==> config.mk <==
export PLATFORM = sky130hd
export DESIGN_NAME = smfc_ctrl
export DESIGN_NICKNAME = d
export VERILOG_FILES = /design/src/hdl/smfc_pkg.sv /design/src/hdl/smfc_ctrl.sv
export SDC_FILE = /design/constraint.sdc
export NUM_CORES = 1
export LEC_CHECK = 0
export ABC_CLOCK_PERIOD_IN_PS = 1200
export BUFFER_PORTS_ARGS = -buffer_cell sky130_fd_sc_hd__buf_2
export CAP_MARGIN = 10
export CORE_AREA = 2 2 39 41
export CTS_BUF_LIST = sky130_fd_sc_hd__clkbuf_4 sky130_fd_sc_hd__clkbuf_8 sky130_fd_sc_hd__clkbuf_16
export DETAILED_ROUTE_END_ITERATION = 8
export DIE_AREA = 0 0 41 43
export GPL_TIMING_DRIVEN = 0
export PLACE_DENSITY_LB_ADDON = 0.12
export SLEW_MARGIN = 40
export SYNTH_ARGS = -nofsm -noshare
export SYNTH_HDL_FRONTEND = slang
export SYNTH_SLANG_ARGS = --single-unit
export TNS_END_PERCENT = 50
==> constraint.sdc <==
create_clock -name clk_i -period 1.2 [get_ports clk_i]
set_input_delay 0.12 -clock clk_i [delete_from_list [all_inputs] [get_ports clk_i]]
set_output_delay 0.12 -clock clk_i [all_outputs]
set_load 0.05 [all_outputs]
==> src/hdl/smfc_pkg.sv <==
// Package: types, register offsets and reset values for the SPI master FIFO controller.
package smfc_pkg;

  localparam int unsigned FifoDepthDefault = 128;

  // Action codes of an input item.
  typedef enum logic [1:0] {
    ACT_READ  = 2'd0,
    ACT_WRITE = 2'd1,
    ACT_XCHG  = 2'd2,
    ACT_NONE  = 2'd3
  } action_e;

  // Register byte offsets.
  localparam logic [9:0] OFF_GCR = 10'h004;
  localparam logic [9:0] OFF_TCR = 10'h008;
  localparam logic [9:0] OFF_IER = 10'h010;
  localparam logic [9:0] OFF_ISR = 10'h014;
  localparam logic [9:0] OFF_FCR = 10'h018;
  localparam logic [9:0] OFF_FSR = 10'h01c;
  localparam logic [9:0] OFF_WCR = 10'h020;
  localparam logic [9:0] OFF_CCR = 10'h024;
  localparam logic [9:0] OFF_MBR = 10'h030;
  localparam logic [9:0] OFF_MTC = 10'h034;
  localparam logic [9:0] OFF_BCC = 10'h038;
  localparam logic [9:0] OFF_DMA = 10'h088;
  localparam logic [9:0] OFF_TXD = 10'h200;
  localparam logic [9:0] OFF_RXD = 10'h300;

  // Reset values.
  localparam logic [31:0] RST_GCR = 32'h0000_0080;
  localparam logic [31:0] RST_TCR = 32'h0000_0087;
  localparam logic [31:0] RST_ISR = 32'h0000_0032;
  localparam logic [31:0] RST_FCR = 32'h0040_0001;
  localparam logic [31:0] RST_CCR = 32'h0000_0002;
  localparam logic [31:0] RST_DMA = 32'h0000_00a5;
  localparam logic [23:0] BURST_MASK = 24'hff_ffff;

  // Commands from the controller to the datapath.
  typedef struct packed {
    logic capture;  // Latch the item's fields and start work.
    logic execute;  // Perform the decoded operation.
  } smfc_cmd_t;

  // Status from the datapath to the controller.
  typedef struct packed {
    logic needs_mem;  // Item reads a FIFO store, which adds the ST_MEM state.
  } smfc_sts_t;

endpackage

==> src/hdl/smfc_ctrl.sv <==
// Controller state machine: sequences capture, execute and result handoff.
module smfc_ctrl
  import smfc_pkg::*;
(
  input  logic      clk_i,
  input  logic      rst_ni,
  input  logic      s_tvalid_i,
  output logic      s_tready_o,
  output logic      m_tvalid_o,
  input  logic      m_tready_i,
  input  smfc_sts_t sts_i,
  output smfc_cmd_t cmd_o
);

  typedef enum logic [3:0] {
    ST_IDLE = 4'b0001,
    ST_EXEC = 4'b0010,
    ST_MEM  = 4'b0100,
    ST_OUT  = 4'b1000
  } state_e;

  state_e state_q, state_d;

  // Accept only when no result is held.
  assign s_tready_o = (state_q == ST_IDLE);
  assign m_tvalid_o = (state_q == ST_OUT);
  assign cmd_o.capture = s_tready_o && s_tvalid_i;
  assign cmd_o.execute = (state_q == ST_EXEC);

  // Next-state logic.
  always_comb begin
    state_d = state_q;
    unique case (state_q)
      ST_IDLE: if (s_tvalid_i) state_d = ST_EXEC;
      ST_EXEC: state_d = sts_i.needs_mem ? ST_MEM : ST_OUT;
      ST_MEM:  state_d = ST_OUT;
      ST_OUT:  if (m_tready_i) state_d = ST_IDLE;
      default: state_d = ST_IDLE;
    endcase
  end

  always_ff @(posedge clk_i or negedge rst_ni) begin
    if (!rst_ni) begin
      state_q <= ST_IDLE;
    end else begin
      state_q <= state_d;
    end
  end

endmodule

==> impl_metrics.toml, run 1 <==
[placed_design]
place_area_um2 = 309.0
hpwl_um = 402
globalplace.congestion = 0.5965
io_buffer_count = 8

[timing]
drv_slew = 0
fmax_mhz = 672.6
fin_ws_ns = -0.2868
max_slew_margin_pct = 81.79
hold_viol_final = 0
fin_skew_ns = 0.006440
fin_crit_ns = 1.487
worst_pin_slew_ns = 0.2693
finalCritPeriodShare_pct = 123.9
final-setup-viol-count = 7
rsz0062_at_grt = "yes"

[power_and_ir_drop]
combPwrFrac_pct = 63.6
ir_drop_mv = 0.6397
p_seq_share_pct = 20.4
p_sw_w = 0.0004749
p_int_w = 0.0007984
clkPwrFrac_pct = 15.9
swShare_pct = 37.30
p_per_area_nw_per_um2 = 2464
p_leak_nw = 0.2279

[cells_and_area]
largest_reg_flops = 4
num_antenna_cells = 0
area_growth_syn_to_layout_pct = 128.2
nNetsFinal = 50
drive_gt1_share_pct = 79.55
regMostFlops = "state_q"
final_core_util_pct = 37.34
nFillCells = 146
reg.largest.list = "state_q x4"
fin_area_um2 = 516.7

[floorplan]
die_area_um2 = 1763
ios = 9
dieWidth_um = 41
die_h_um = 43
initial_core_util_pct = 16.37
fp.coreArea_um2 = 1384
rows = 14

[grt]
track_usage_pct = 9.063
grt_overflow = 0
grt_max_degree = 8
grt_pass1_wl_um = 1007
antenna_found_initial = 0
grt_pass1_vias = 250

[status]
status = "complete, but fails checks"
violations = "setup timing"

[route]
num_vias = 253
drt_iter0_markers = 0
first_pass_iters = 1
drc_errors = 0
avgViaCountPerCell = 4.217
postRouteAntennaNets = 0
wl_per_cell_um = 10.93
routed_wirelength_um = 656

[cts]
clock_sinks = 4
cts_tree = "done"
clkTransAtPathRegs_ns = 0.03
cts_buffers = 3
clockBufferDepth = 2
cts_root_buffer = "clkbuf_4"
htree_levels = 1
clock_latency_ns = 0.23

[setup_path]
path_max_fanout = 3
start_kind = "flop"
critPathArrivalTime_ns = 1.37
crit_type = "reg2out"
required_ns = 1.08
end_kind = "primary output"

[worst_hold_path]
hp-class = "in2reg"

[run]
maxCapViolCount = 0

[synth]
syn_area_um2 = 226.5
synth_seq_cells = 4
ys_seq_area_share_pct = 44.75
ys_types = 13
synth.net_count = 25
syn_avg_cell_area_um2 = 11.32
syn_inst = 20
ys_warn_count = 0
[power by group through the flow]
stage	logic [W]	registers, W	clock network [W]
detailed placement	0.000408	0.000274	0
finish	0.000810	0.000260	0.000203
global route	0.000850	0.000265	0.000228
global placement	0.000410	0.000272	0
CTS	0.000613	0.000262	0.000215
floorplan	0.000344	0.000256	0
[cell usage after synthesis, drive strengths merged]
library cell,instances,area (um2)
nor4b,4,47.55
and2,3,22.53
dfrtp,3,75.07
nand2b,2,12.51
nor2,2,7.510
nor3,2,10.01
a211oi,1,12.51
dfstp,1,26.28
nor3b,1,7.510
o21ai,1,5.000
[per-layer routing]
metal	wire (um)	track usage, %
met3	32	4.712
met5	0	0
met2	403	15.00
met4	0	6.000
met1	220	7.792
[critical path: stages (launching register included)]
cell and delay, ns:
dfstp_2 0.55, nor4b_4 0.24, and2_4 0.21, buf_8 0.14
[cell usage in the layout, fill, tap and decap left out]
cell / n
o21ai_1: 1
dfrtp_2: 3
nor2_1: 2
buf_12: 2
and2_4: 1
buf_4: 8
a211oi_2: 1
dlygate4sd3_1: 1
clkbuf_4: 4
nor4b_1: 1
nor3b_1: 1
nand2b_1: 1
dfstp_2: 1
nor3_4: 1
nor4b_2: 1
buf_8: 2
and2_1: 1
nor4b_4: 2
and2_2: 1
buf_6: 3
buf_2: 4
nand2b_4: 1
nor3_1: 1
[logic make-up (layout without fill, tap and decap cells)]
kind of cell           count (synthesis)  count (layout)  synth area share [%]
flip-flops                             4               4                 44.75
AND/OR/NAND/NOR                       14              14                 47.52
AO/OA/AOI/OAI                          2               2                 7.732
buffers and inverters                  0              24                     0
[final cells by class]
class	count	area [um2]	share of cell area, %
well taps	16	20.02	3.874
flip-flops and latches	4	105.1	20.34
clock buffers	4	30.03	5.811
multi-input cells	16	167.7	32.45
repair buffers	20	193.9	37.53
[stage by stage]
| stage | setup slack, ns | setup TNS, ns | instances | hold WS (ns) | power [W] |
|---|---|---|---|---|---|
| 3_3_place_gp | -0.2026 | -0.3287 | 44 | -0.07380 | 0.0006826 |
| 5_1_grt | -0.3323 | -1.457 | 60 | 0.1194 | 0.001344 |
| 3_5_place_dp | -0.2065 | -0.3265 | 44 | -0.06753 | 0.0006818 |
| 6_report | -0.2868 | -1.036 | 60 | 0.1275 | 0.001273 |
| 4_1_cts | -0.2909 | -0.8126 | 55 | 0.1095 | 0.001090 |
| 2_1_floorplan | -0.5585 | -2.070 | 20 | -0.1756 | 0.0005995 |
[final timing paths]
path | start | slack [ns] | end | depth (start not counted)
max | state_q[0]$_DFFE_PN1P_ | -0.29 | cmd_o[1] | 3
min reg2reg | state_q[1]$_DFFE_PN0P_ | 0.68 | state_q[0]$_DFFE_PN1P_ | 2
min | s_tvalid_i | 0.13 | state_q[1]$_DFFE_PN0P_ | 2
min in group asynchronous | rst_ni | 0.22 | state_q[2]$_DFFE_PN0P_ | 2
max in group asynchronous | rst_ni | 0.77 | state_q[0]$_DFFE_PN1P_ | 2
max reg2reg | state_q[0]$_DFFE_PN1P_ | -0.05 | state_q[2]$_DFFE_PN0P_ | 5
[timing repair]
item | 4_1_cts | 5_1_grt
hold buffers | 1 | 0
buffers inserted | 6 | 5
hold endpoints to repair | 4 | 0
endpoints found under the setup margin | 4 | 7
gates cloned | 0 | 0
gates resized for setup | 12 | 6
pin swaps | 2 | 3
No activity file was read; power rests on OpenSTA's default activity.
==> inputs of run 2 (changes only) <==
ABC_CLOCK_PERIOD_IN_PS = 1300   (was 1200)
SLEW_MARGIN = unset   (was 40)
TNS_END_PERCENT = unset   (was 50)
clock period = 1.3 ns   (was 1.2 ns; I/O delays follow)
==> run 2 against run 1 <==
  * The run still ends with setup timing left
  * Hold slack gained 0.0097 ns
  * Cell count grew 6.7%
  * Wire length is the same
  * Via count grew 1.2%
  * Cell area grew 2.4%
  * Clock skew grew 0.0015 ns
  * Critical path type unchanged
  * Critical endpoint is now cmd_o[0]
==> impl_metrics.toml, run 2 (synthesis gave the netlist of run 1 again) <==
[status]
status = "complete, but fails checks"
violations = "setup timing"

[power_and_ir_drop]
clkPwrFrac_pct = 15.9
swShare_pct = 37.16
p_leak_nw = 0.2408
p_int_w = 0.0007473
p_sw_w = 0.0004418
ir_drop_mv = 0.8927
p_per_area_nw_per_um2 = 2247
combPwrFrac_pct = 65.2
p_seq_share_pct = 18.8

[timing]
finalCritPeriodShare_pct = 111.6
drv_slew = 0
fin_ws_ns = -0.1506
rsz0062_at_grt = "yes"
fin_crit_ns = 1.451
max_slew_margin_pct = 79.87
timing.setup.tns_ns = -0.4775
hold_viol_final = 0
fmax_mhz = 689.4
final-setup-viol-count = 4
fin_skew_ns = 0.007981
worst_pin_slew_ns = 0.3007

[floorplan]
ios = 9
die_h_um = 43
fp.coreArea_um2 = 1384
dieWidth_um = 41
rows = 14
die_area_um2 = 1763
initial_core_util_pct = 16.37

[cells_and_area]
mostFrequentLayoutCells = "buf_4, clkbuf_4, buf_2"
multi_input_area_um2 = 175.2
stdcell_count = 64
drive_gt1_share_pct = 83.33
largest_reg_flops = 4
final_common_cell = "buf_4"
nFillCells = 147
regArea_um2 = 105.1
regMostFlops = "state_q"
area_growth_syn_to_layout_pct = 133.7
reg.largest.list = "state_q x4"
num_antenna_cells = 0
nNetsFinal = 54

[run]
maxCapViolCount = 0

[placed_design]
io_buffer_count = 8
hpwl_um = 389.8
place_ws_ns = -0.1226
globalplace.congestion = 0.6331
place_inst = 44

[setup_path]
end_kind = "primary output"
path_max_fanout = 3
r2r-end = "state_q[1]$_DFFE_PN0P_"
critPathArrivalTime_ns = 1.32
reg2reg_depth = 5
worst-r2r-setup-slack_ns = 0.04
crit_type = "reg2out"
start_kind = "flop"
required_ns = 1.17
reg2reg_from = "state_q[0]$_DFFE_PN1P_"

[cts]
cts_root_buffer = "clkbuf_4"
cts_tree = "done"
clockBufferDepth = 2
clkTransAtPathRegs_ns = 0.04
htree_levels = 1
clock_latency_ns = 0.24
cts_buffers = 3
clock_sinks = 4

[grt]
grt_overflow = 0
grt_pass1_wl_um = 952
track_usage_pct = 8.350
antenna_found_initial = 0
grt_pass1_vias = 253
grt_max_degree = 8

[worst_hold_path]
min-delay-start = "s_tvalid_i"
hold_path_depth = 2
whs_endpoint = "state_q[1]$_DFFE_PN0P_"
hp-class = "in2reg"

[route]
drt_iter0_markers = 0
wl_per_cell_um = 10.25
postRouteAntennaNets = 0
avgViaCountPerCell = 4.000
drc_errors = 0
first_pass_iters = 1
routed_wirelength_um = 656
num_vias = 256
==> run 2: cell types whose count changed in the layout (fill, tap and decap cells not counted) <==
| cell | previous run | this run |
|---|---|---|
| and2_2 | 1 | 0 |
| and2_4 | 1 | 2 |
| buf_12 | 2 | 0 |
| buf_4 | 8 | 14 |
| nor4b_1 | 1 | 0 |
| nor4b_2 | 1 | 2 |
==> run 2: per-stage QoR <==
stage               hold slack [ns]  util [%]  power (W)  area, um2
finish                       0.1372     38.25   0.001189      529.3
global route                 0.1439     38.25   0.001254      529.3
detailed placement         -0.06264     22.33  0.0006307      309.0
global placement           -0.06340     22.33  0.0006300      309.0
CTS                          0.1232     32.19   0.001063      445.4
floorplan                   -0.1656         -  0.0005534      249.0
==> run 2: final cells by class <==
cell class              count  area share (%)
repair buffers             24           37.59
clock buffers               4           5.674
flip-flops and latches      4           19.86
well taps                  16           3.783
multi-input cells          16           33.10
==> run 2: worst max-delay path, stage by stage (launching register included) <==
cell,delay (ns)
dfrtp_2,0.43
buf_4,0.15
nor4b_4,0.29
buf_6,0.21
==> run 2: power groups by stage <==
stage	clock [W]	sequential [W]	combinational, W
2_1_floorplan	0	0.000236	0.000317
3_3_place_gp	0	0.000251	0.000379
3_5_place_dp	0	0.000253	0.000378
4_1_cts	0.000199	0.000231	0.000633
5_1_grt	0.000202	0.000230	0.000822
6_report	0.000190	0.000224	0.000776
==> run 2: layer usage <==
layer	vias up	wire length (um)	part of all wire [%]	GRT usage, %
li1	130	-	-	-
met1	118	196	30	8.738
met2	6	405	62	12.81
met3	2	36	5.5	1.571
met4	0	19	2.9	8.000
met5	-	0	0	0
==> run 2: worst max-delay path by stage <==
stage                                         to  slack [ns]              startpoint  cells after the start
final                                   cmd_o[0]       -0.15  state_q[2]$_DFFE_PN0P_                      3
after global routing                    cmd_o[0]       -0.20  state_q[2]$_DFFE_PN0P_                      3
after CTS                               cmd_o[1]       -0.17  state_q[3]$_DFFE_PN0P_                      3
after detailed placement                cmd_o[1]       -0.12  state_q[0]$_DFFE_PN1P_                      3
after global placement                  cmd_o[1]       -0.11  state_q[0]$_DFFE_PN1P_                      3
after floorplan           state_q[0]$_DFFE_PN1P_       -0.46  state_q[0]$_DFFE_PN1P_                      3
==> run 2: timing repair <==
action,in CTS,in global routing
buffers inserted,8,7
pin swaps,2,3
endpoints found under the hold margin,4,0
gates resized for setup,13,6
gates cloned,0,0
setup endpoints to repair,4,4
hold buffers,1,0
==> inputs of run 3 (changes only) <==
CELL_PAD_IN_SITES_DETAIL_PLACEMENT = 0   (was unset)
CELL_PAD_IN_SITES_GLOBAL_PLACEMENT = 1   (was unset)
==> run 3 against run 2 <==
  * The flow still finishes with violations (setup timing)
  * Clock skew decreased by 0.00075 ns
  * Worst setup slack got worse by 0.013 ns
  * Clock-buffer cell count unchanged
  * Wire length decreased by 2.4%
  * Critical path type unchanged
==> impl_metrics.toml, run 3 (synthesis gave the netlist of run 1 again) <==
[status]
status = "complete, but fails checks"
violations = "setup timing"

[setup_path]
max_stage_delay_ns = 0.54
end_kind = "primary output"
crit_type = "reg2out"
path_max_fanout = 3
critPathArrivalTime_ns = 1.33
required_ns = 1.17
crit_chain = "nor4b_4 > and2_4 > buf_8"
cp_slowest_cell = "dfstp_2"
start_kind = "flop"

[worst_hold_path]
hp-class = "in2reg"

[cells_and_area]
largest_reg_flops = 4
nNetsFinal = 53
final_core_util_pct = 36.71
final_common_cell = "buf_4"
drive_gt1_share_pct = 78.72
area_growth_syn_to_layout_pct = 124.3
nFillCells = 153
regMostFlops = "state_q"
mostFrequentLayoutCells = "buf_4, clkbuf_4, buf_2"
num_antenna_cells = 0
reg.largest.list = "state_q x4"
stdcell_count = 63

[timing]
drv_slew = 0
worst_pin_slew_ns = 0.2783
fmax_mhz = 683.2
whs_ns = 0.1258
rsz0062_at_grt = "yes"
fin_ws_ns = -0.1638
final-setup-viol-count = 4
fin_crit_ns = 1.464
hold_viol_final = 0
max_slew_margin_pct = 81.37
finalCritPeriodShare_pct = 112.6
fin_skew_ns = 0.007233

[cts]
clock_latency_ns = 0.24
cts_root_buffer = "clkbuf_4"
htree_levels = 1
clkTransAtPathRegs_ns = 0.04
cts_buffers = 3
cts_tree = "done"
clockBufferDepth = 2
clock_sinks = 4

[run]
maxCapViolCount = 0

[placed_design]
hpwl_um = 369.3
globalplace.congestion = 0.5977
place_inst = 44
place_ws_ns = -0.09222
io_buffer_count = 8

[grt]
grt_overflow = 0
track_usage_pct = 9.164
grt_pass1_vias = 261
grt_pass1_wl_um = 1055
grt_max_degree = 6
antenna_found_initial = 0

[route]
wl_per_cell_um = 10.16
num_vias = 251
drc_errors = 0
avgViaCountPerCell = 3.984
postRouteAntennaNets = 0
drt_iter0_markers = 0
first_pass_iters = 1
routed_wirelength_um = 640

[floorplan]
fp.coreArea_um2 = 1384
dieWidth_um = 41
initial_core_util_pct = 16.37
ios = 9
die_h_um = 43
die_area_um2 = 1763
rows = 14

[power_and_ir_drop]
p_leak_nw = 0.2319
p_total_w = 0.001162
p_per_area_nw_per_um2 = 2288
ir_drop_mv = 0.9188
## run 3: power breakdown
| group | total [W] | switching [W] | internal [W] |
|---|---|---|---|
| clock | 0.000189 | 0.0000530 | 0.000136 |
| combinational | 0.000752 | 0.000335 | 0.000417 |
| sequential | 0.000221 | 0.0000473 | 0.000174 |
## run 3: metrics by stage
stage	instance area [um2]	TNS (ns)
after floorplan	249.0	-1.410
after detailed placement	309.0	-0.09222
after global placement	309.0	-0.1135
after global routing	508.0	-0.5928
final	508.0	-0.4215
after CTS	471.7	-0.3918
## run 3: what timing repair did
item | in CTS | in global routing
pin swaps | 1 | 2
hold buffers | 1 | 0
buffers inserted | 10 | 4
hold endpoints to repair | 4 | 0
gates resized for setup | 15 | 1
setup endpoints to repair | 4 | 4
## run 3: worst max-delay path: cells and delay by family (launching register included)
family                 cells  cell delay, ns
buffers and inverters      1            0.14
and+or+nand+nor            2            0.43
DFF                        1            0.54
## run 3: final cells by class
class                           count  area (um2)  share of cell area, %
Clock buffer                        4       30.03                  5.911
Multi-Input combinational cell     16       161.4                  31.77
Timing Repair Buffer               23       191.4                  37.68
Sequential cell                     4       105.1                  20.69
Tap cell                           16       20.02                  3.941
## run 3: worst paths after layout
path,start,end,slack (ns),depth (start not counted)
hold / removal,sts_i,state_q[2]$_DFFE_PN0P_,0.13,2
max in group asynchronous,rst_ni,state_q[0]$_DFFE_PN1P_,0.87,2
hold reg to reg,state_q[0]$_DFFE_PN1P_,state_q[3]$_DFFE_PN0P_,0.65,2
min in group asynchronous,rst_ni,state_q[2]$_DFFE_PN0P_,0.22,2
setup reg to reg,state_q[1]$_DFFE_PN0P_,state_q[3]$_DFFE_PN0P_,0.08,5
setup / recovery,state_q[0]$_DFFE_PN1P_,cmd_o[1],-0.16,3
## run 3: per-layer routing
metal	part of all wire, %	GRT usage [%]
met3	5.2	1.571
met5	0	0
met2	58	13.75
met1	37	10.39
met4	0	8.000
